File: src/rtl/ordered_value_list_engine_unit_assert.svh
// Assertion macros for the list engine RTL.
`ifndef ORDERED_VALUE_LIST_ENGINE_UNIT_ASSERT_SVH
`define ORDERED_VALUE_LIST_ENGINE_UNIT_ASSERT_SVH

// Same-cycle implication, checked on every clock edge outside reset.
`define OVLE_ASSERT_IMP(lbl, ante, cons) \
  lbl: assert property (@(posedge clk) disable iff (!rst_n) (ante) |-> (cons)) \
    else $error("list engine check failed");

// Next-cycle implication, checked on every clock edge outside reset.
`define OVLE_ASSERT_NXT(lbl, ante, cons) \
  lbl: assert property (@(posedge clk) disable iff (!rst_n) (ante) |=> (cons)) \
    else $error("list engine check failed");

`endif

File: src/rtl/ovle_pkg.sv
// Types and constants for the ordered value list engine.
package ovle_pkg;

  localparam int CAPACITY = 64;
  localparam int CNT_W = $clog2(CAPACITY + 1);
  localparam int VALUE_W = 32;
  localparam int ENTRY_COUNT_W = 7;

  typedef enum logic [2:0] {
    CMD_PUSH   = 3'd0,
    CMD_POP    = 3'd1,
    CMD_EXISTS = 3'd2,
    CMD_REM_LT = 3'd3,
    CMD_REM_EQ = 3'd4,
    CMD_REM_GT = 3'd5
  } cmd_e;

  typedef enum logic [1:0] {
    SH_HOLD,
    SH_PUSH,
    SH_PULL
  } shift_e;

  typedef enum logic [1:0] {
    ST_IDLE,
    ST_EVAL,
    ST_APPLY
  } state_e;

  typedef struct packed {
    logic [2:0]                 command;
    logic signed [VALUE_W-1:0]  key_value;
  } in_t;

  typedef struct packed {
    logic signed [VALUE_W-1:0]  popped_value;
    logic                       hit;
    logic                       error;
    logic [ENTRY_COUNT_W-1:0]   entry_count;
  } out_t;

  // Control broadcast from the sequencer to every cell of the row.
  typedef struct packed {
    logic                       load_match;
    shift_e                     op;
    logic [2:0]                 cmd;
    logic signed [VALUE_W-1:0]  key;
  } ctl_t;

endpackage

File: src/rtl/ovle_cell.sv
// One storage cell of the list: holds a value, compares it with the key and shifts.
module ovle_cell (
  input  logic                                 clk,
  input  ovle_pkg::ctl_t                       ctl,
  input  logic                                 occupied,
  input  logic                                 pull_sel,
  input  logic signed [ovle_pkg::VALUE_W-1:0]  left_value,
  input  logic signed [ovle_pkg::VALUE_W-1:0]  right_value,
  output logic signed [ovle_pkg::VALUE_W-1:0]  value,
  output logic                                 match
);

  logic signed [ovle_pkg::VALUE_W-1:0] value_r;
  logic                                match_r;
  logic                                cmp_hit;

  always_comb begin
    case (ovle_pkg::cmd_e'(ctl.cmd))
      ovle_pkg::CMD_REM_LT: cmp_hit = $signed(value_r) < $signed(ctl.key);
      ovle_pkg::CMD_REM_GT: cmp_hit = $signed(value_r) > $signed(ctl.key);
      default:              cmp_hit = value_r == ctl.key;
    endcase
  end

  always_ff @(posedge clk) begin
    if (ctl.load_match) begin
      match_r <= occupied && cmp_hit;
    end
    case (ctl.op)
      ovle_pkg::SH_PUSH: value_r <= left_value;
      ovle_pkg::SH_PULL: begin
        if (pull_sel) begin
          value_r <= right_value;
        end
      end
      default: value_r <= value_r;
    endcase
  end

  assign value = value_r;
  assign match = match_r;

endmodule

File: config.mk
export PLATFORM = sky130hd
export DESIGN_NAME = ovle_cell
export DESIGN_NICKNAME = d
export VERILOG_FILES = /design/src/rtl/ordered_value_list_engine_unit_assert.svh /design/src/rtl/ovle_pkg.sv /design/src/rtl/ovle_cell.sv
export SDC_FILE = /design/constraint.sdc
export NUM_CORES = 1
export LEC_CHECK = 0
export CORE_MARGIN = 5
export CORE_UTILIZATION = 35
export DETAILED_ROUTE_END_ITERATION = 6
export DONT_BUFFER_PORTS = 1
export PLACE_DENSITY_LB_ADDON = 0.15
export SLEW_MARGIN = 0
export SYNTH_ARGS = -nofsm -noshare
export SYNTH_HDL_FRONTEND = slang
export SYNTH_SLANG_ARGS = --single-unit
File: constraint.sdc
create_clock -name clk -period 8 [get_ports clk]
set_clock_uncertainty 0.15 [all_clocks]
set_input_delay 0 -clock clk [delete_from_list [all_inputs] [get_ports clk]]
set_output_delay 0 -clock clk [all_outputs]
set_load 0.02 [all_outputs]
Word level (Yosys, flattened, before mapping) --
Cells that the tools add are included.
Storage, ports and cells: register bits after elaboration 33, latch bits 0, memory bits (writable) 0, ROM bits 0, input bits 105, output and inout bits 33, logic and storage cells 16, memories kept 0
Cells by class: $add $sub $neg 0, multiply operators 0, divide/modulo/power cells 0, magnitude comparators 2, equal/unequal tests 6, shifts and indexed selects 0, muxes and demuxes 3, bitwise operators 0, reductions and logical operators 3
Operator list (number):
- case mux 32 bit (2 select lines) | 1
- == test 32 bit | 1
- > comparator 32 bit | 1
- < comparator 32 bit | 1
- 2-to-1 mux 32 bit | 1
- == test 3 x 2 -> 1 bit (second input constant) | 1
- == test 3 bit (second input constant) | 1
- == test 2 x 1 -> 1 bit (second input constant) | 1
- == test 2 bit (second input constant) | 1
- != test 2 bit (second input constant) | 1
- case mux 1 bit (2 select lines) | 1
- AND reduction 2 bit | 1
- nonzero test 2 bit | 1
- logical AND 1 bit | 1

Logic depth before layout (Yosys ltp) --
word-level depth 3, mapped depth 8, depth with buffers taken out 8

Worst setup path after synthesis --
No wires, ideal clock.
path kind input to register, from input ctl[35] (netlist name), to register value_r, in the netlist value[0], enable pin, library setup time 0.466 ns, data arrival time 2.306 ns, required time 7.384 ns, slack 5.078 ns, cell stages on the path 2, path buffers 0, cells stage by stage inv_1 o21ai_0
On the way: cells in the longest elaborated chain, start to end 3
RTL lines:
- start, declared | line ovle_cell.sv:4 | input ovle_pkg::ctl_t ctl,
- == test 2 bit or == test 2 x 1 -> 1 bit (tied branches) | line ovle_cell.sv:29 | case (ctl.op)
- != test 2 bit (no source line) or nonzero test 2 bit (tied branches)
- AND reduction 2 bit (no source line) *
- end signal, assigned | line ovle_cell.sv:30 | ovle_pkg::SH_PUSH: value_r <= left_value;
- end signal, assigned | line ovle_cell.sv:33 | value_r <= right_value;
- end signal, assigned | line ovle_cell.sv:36 | default: value_r <= value_r;
- end, declared | line ovle_cell.sv:13 | logic signed [ovle_pkg::VALUE_W-1:0] value_r;
Every way passes the cells marked *; elsewhere a longest branch is shown, timed or not. A chain may end at the register's enable or synchronous reset.

Final worst setup path --
from register value_r, in the netlist value[31], to register match_r (netlist: match) (data pin)
On the way: cells in the longest elaborated chain, start to end 3
RTL lines:
- > comparator 32 bit (tied with other cells) | line ovle_cell.sv:20 | ovle_pkg::CMD_REM_GT: cmp_hit = $signed(value_r) > $signed(ctl.key);
- case mux 1 bit (2 select lines) * | line ovle_cell.sv:18 | case (ovle_pkg::cmd_e'(ctl.cmd))
- logical AND 1 bit * | line ovle_cell.sv:27 | match_r <= occupied && cmp_hit;
- end signal, assigned | line ovle_cell.sv:27
- end, declared | line ovle_cell.sv:14 | logic match_r;
Marks and branches as above.

==> impl_metrics.yaml <==
run_status:
  outcome: "complete, no violations"
clock_network:
  cts_inserted_buffers: 5
  clockBufferDepth: 2
  tritoncts: "built"
  cts_max_level: 2
  post_cts_buffers: 0
  root_buffer: "clkbuf_8"
  clock_sinks: 33
  clk_pin_slew_ns: 0.06
  cts_resized: 0
  insertion_delay_ns: 0.28
  cts_hold_buf: 68
floorplan:
  fp.coreArea_sq_um: 6350
  initial_core_util_pct: 35.9
  die_height_microns: 90.7
  ioPinCount: 138
  die-width_microns: 90.7
  dieArea_sq_um: 8220
  row_count: 29
synthesis:
  ys_types: 28
  synth_cells: 195
  syn-num-nets: 332
  ys_seq_area_share_pct: 43.5
  syn_area_sq_um: 2280
  ys_ff_latch: 33
  syn_area_per_cell_sq_um: 11.7
  yosys_warnings: 0
setup_path:
  worstSetupStartpointType: "flip-flop"
  end_kind: "flip-flop"
  cp_cell_sequence: "ha_1, nand4_1, nor4_1, nand2_1, nor2_1, a31oi_1, dlygate4sd3_1, mux2i_1, dlygate4sd3_1"
  criticalPathCategory: "flip-flop to flip-flop"
  cp_common_cell: "dlygate4sd3_1"
  worstPathMaxFanout: 4
  crit_required_ns: 8.00
  critical_path_buf_inv_count: 2
  slowest_delay_ns: 0.56
  crit_family: "buffers and inverters"
  cp_data_arrival_time_ns: 3.49
  cp_slowest_cell: "dlygate4sd3_1"
pwr:
  p_seq_share_pct: 52.3
  vdd_drop_max_mv: 0.0677
  p_leak_nw: 1.31
  switching_power_mw: 0.138
  p_sw_share_pct: 29.1
  power_mw: 0.475
  p_int_mw: 0.337
  clock_power_share_pct: 24.3
  p_per_area_nw_per_um2: 152
  comb_power_share_pct: 23.4
sta:
  slew_headroom_pct: 30.8
  hold_ws_ns: 0.0889
  final.period_utilization_pct: 43.6
  drv_slew: 0
  clock.fmax_ghz: 0.286
  setup_violations: 0
  worst_slew_pin_slew_ns: 1.03
  final.min_clock_period_ns: 3.49
  worst_slack_ns: 4.51
  hold_viol: 0
  rsz0062_at_grt: "false"
  fin_tns_setup_ns: 0
route:
  dr.first_iter.drc_count: 8
  drt.antenna.violating_nets: 0
  via_per_inst: 5.06
  vias: 1734
  wl_per_cell_microns: 17.7
  drcViolationCount: 0
  firstDrtPassIters: 3
  wl_microns: 6060
placement:
  io_buffers: 0
  dpl_cell_area_sq_um: 2370
  pre_cts_slack_ns: 5.37
  dp.cells: 268
  hpwl_microns: 4460
  gp_congestion: 0.687
global_routing:
  grt_overflow: 0
  grt_pass1_vias: 1984
  grt_pass1_wl_microns: 9470
  antenna_found_initial: 0
  grt_max_degree: 34
  track_usage_pct: 14.3
finish:
  final_util_pct: 49.3
  finalNetCount: 403
  area_growth_pct: 37.5
  layout-drive-gt1-share_pct: 15.8
  final_cells: 343
  antenna_cells: 0
  final_area_sq_um: 3130
min_path:
  min_path_type: "input pin to flip-flop"
job:
  cap_violations: 0
per-layer routing:
metal  routed length, microns  part of all wire [%]  up-vias  global-route usage (%)
li1                         -                     -      855                       -
met1                     2000                    33      787                    13.1
met2                     3360                    55       85                    27.9
met3                      644                    11        7                    6.92
met4                       55                  0.91        0                    3.35
met5                        0                     0        -                       0
placed cells by master, fill, tap and decap left out:
cell	netlist	routed
ha_1	32	32
a2111oi_0	1	1
o21ai_0	6	5
nand4_1	8	8
nand4_4	1	1
edfxtp_1	33	33
clkbuf_8	0	5
a221o_1	1	1
a21o_1	4	4
o31a_1	1	1
nor2b_1	2	1
o22ai_2	1	1
nand2_1	8	8
dlygate4sd3_1	0	68
nor4_1	2	2
o211ai_1	1	1
nor3_1	1	1
a41oi_1	1	1
clkinv_1	0	1
a21oi_1	12	12
clkbuf_1	1	1
a21oi_4	1	1
inv_1	33	33
nor2b_4	0	1
a31oi_1	1	1
nand3_1	1	1
o21ai_4	0	1
nand2b_1	2	2
nor2_1	3	3
mux2i_1	1	1
and2b_1	2	2
mux2_2	32	32
sequential cells by signal (all words and copies together) (netlist names):
signal and flops:
match 1, value 32
worst reg2reg max path: stages, from the launching register on:
cell and delay, ns:
edfxtp_1 0.51, ha_1 0.41, nand4_1 0.16, nor4_1 0.46, nand2_1 0.19, nor2_1 0.18
a31oi_1 0.05, dlygate4sd3_1 0.56, mux2i_1 0.13, dlygate4sd3_1 0.55
final cells by class:
| type | count | area (sq um) |
|---|---|---|
| fill | 554 | 3220 |
| multi-input combinational | 125 | 1160 |
| sequential | 33 | 991 |
| timing repair buffer | 68 | 681 |
| inverter | 33 | 124 |
| tap | 77 | 96.3 |
| clock buffer | 6 | 72.6 |
| clock inverter | 1 | 3.75 |
final timing paths:
path	start	to	slack (ns)	cells past startpoint
hold reg to reg	value[31]	match	1.50	4
setup reg to reg	value[31]	match	4.51	9
setup / recovery	value[31]	match	4.51	9
hold / removal	ctl[36]	value[18]	0.09	1
cells by family (layout without fill, tap and decap cells):
group | after synthesis | in the layout | synth area share, %
muxes | 33 | 33 | 16.3
DFF | 33 | 33 | 43.5
and+or+nand+nor | 30 | 30 | 7.69
AOI/OAI and AO/OA | 30 | 30 | 8.73
buffers and inverters | 37 | 108 | 6.26
adders and majority gates | 32 | 32 | 17.6
Yosys cell counts (all sizes together):
library cell / count / area share [%]
mux2i: 1 / 0.44
nand3: 1 / 0.22
mux2: 32 / 16
edfxtp: 33 / 43
a41oi: 1 / 0.38
nor3: 1 / 0.22
ha: 32 / 18
clkbuf: 1 / 0.16
a21oi: 13 / 3.4
a2111oi: 1 / 0.38
nand2b: 2 / 0.55
a221o: 1 / 0.44
nand4: 9 / 3.1
and2b: 2 / 0.66
o22ai: 1 / 0.55
nor2: 3 / 0.49
o31a: 1 / 0.38
nor2b: 2 / 0.55
buf: 3 / 0.66
a21o: 4 / 1.3
nor4: 2 / 0.55
inv: 33 / 5.4
nand2: 8 / 1.3
o21ai: 6 / 1.3
a31oi: 1 / 0.27
o211ai: 1 / 0.33
power by group through the flow:
stage,clock (mW),sequential (mW),combinational [mW]
2_1_floorplan,0,0.248,0.0638
3_3_place_gp,0,0.253,0.0774
3_5_place_dp,0,0.253,0.0802
4_1_cts,0.121,0.249,0.111
5_1_grt,0.127,0.251,0.126
6_report,0.115,0.249,0.111
(Power assumes the default switching activity.)
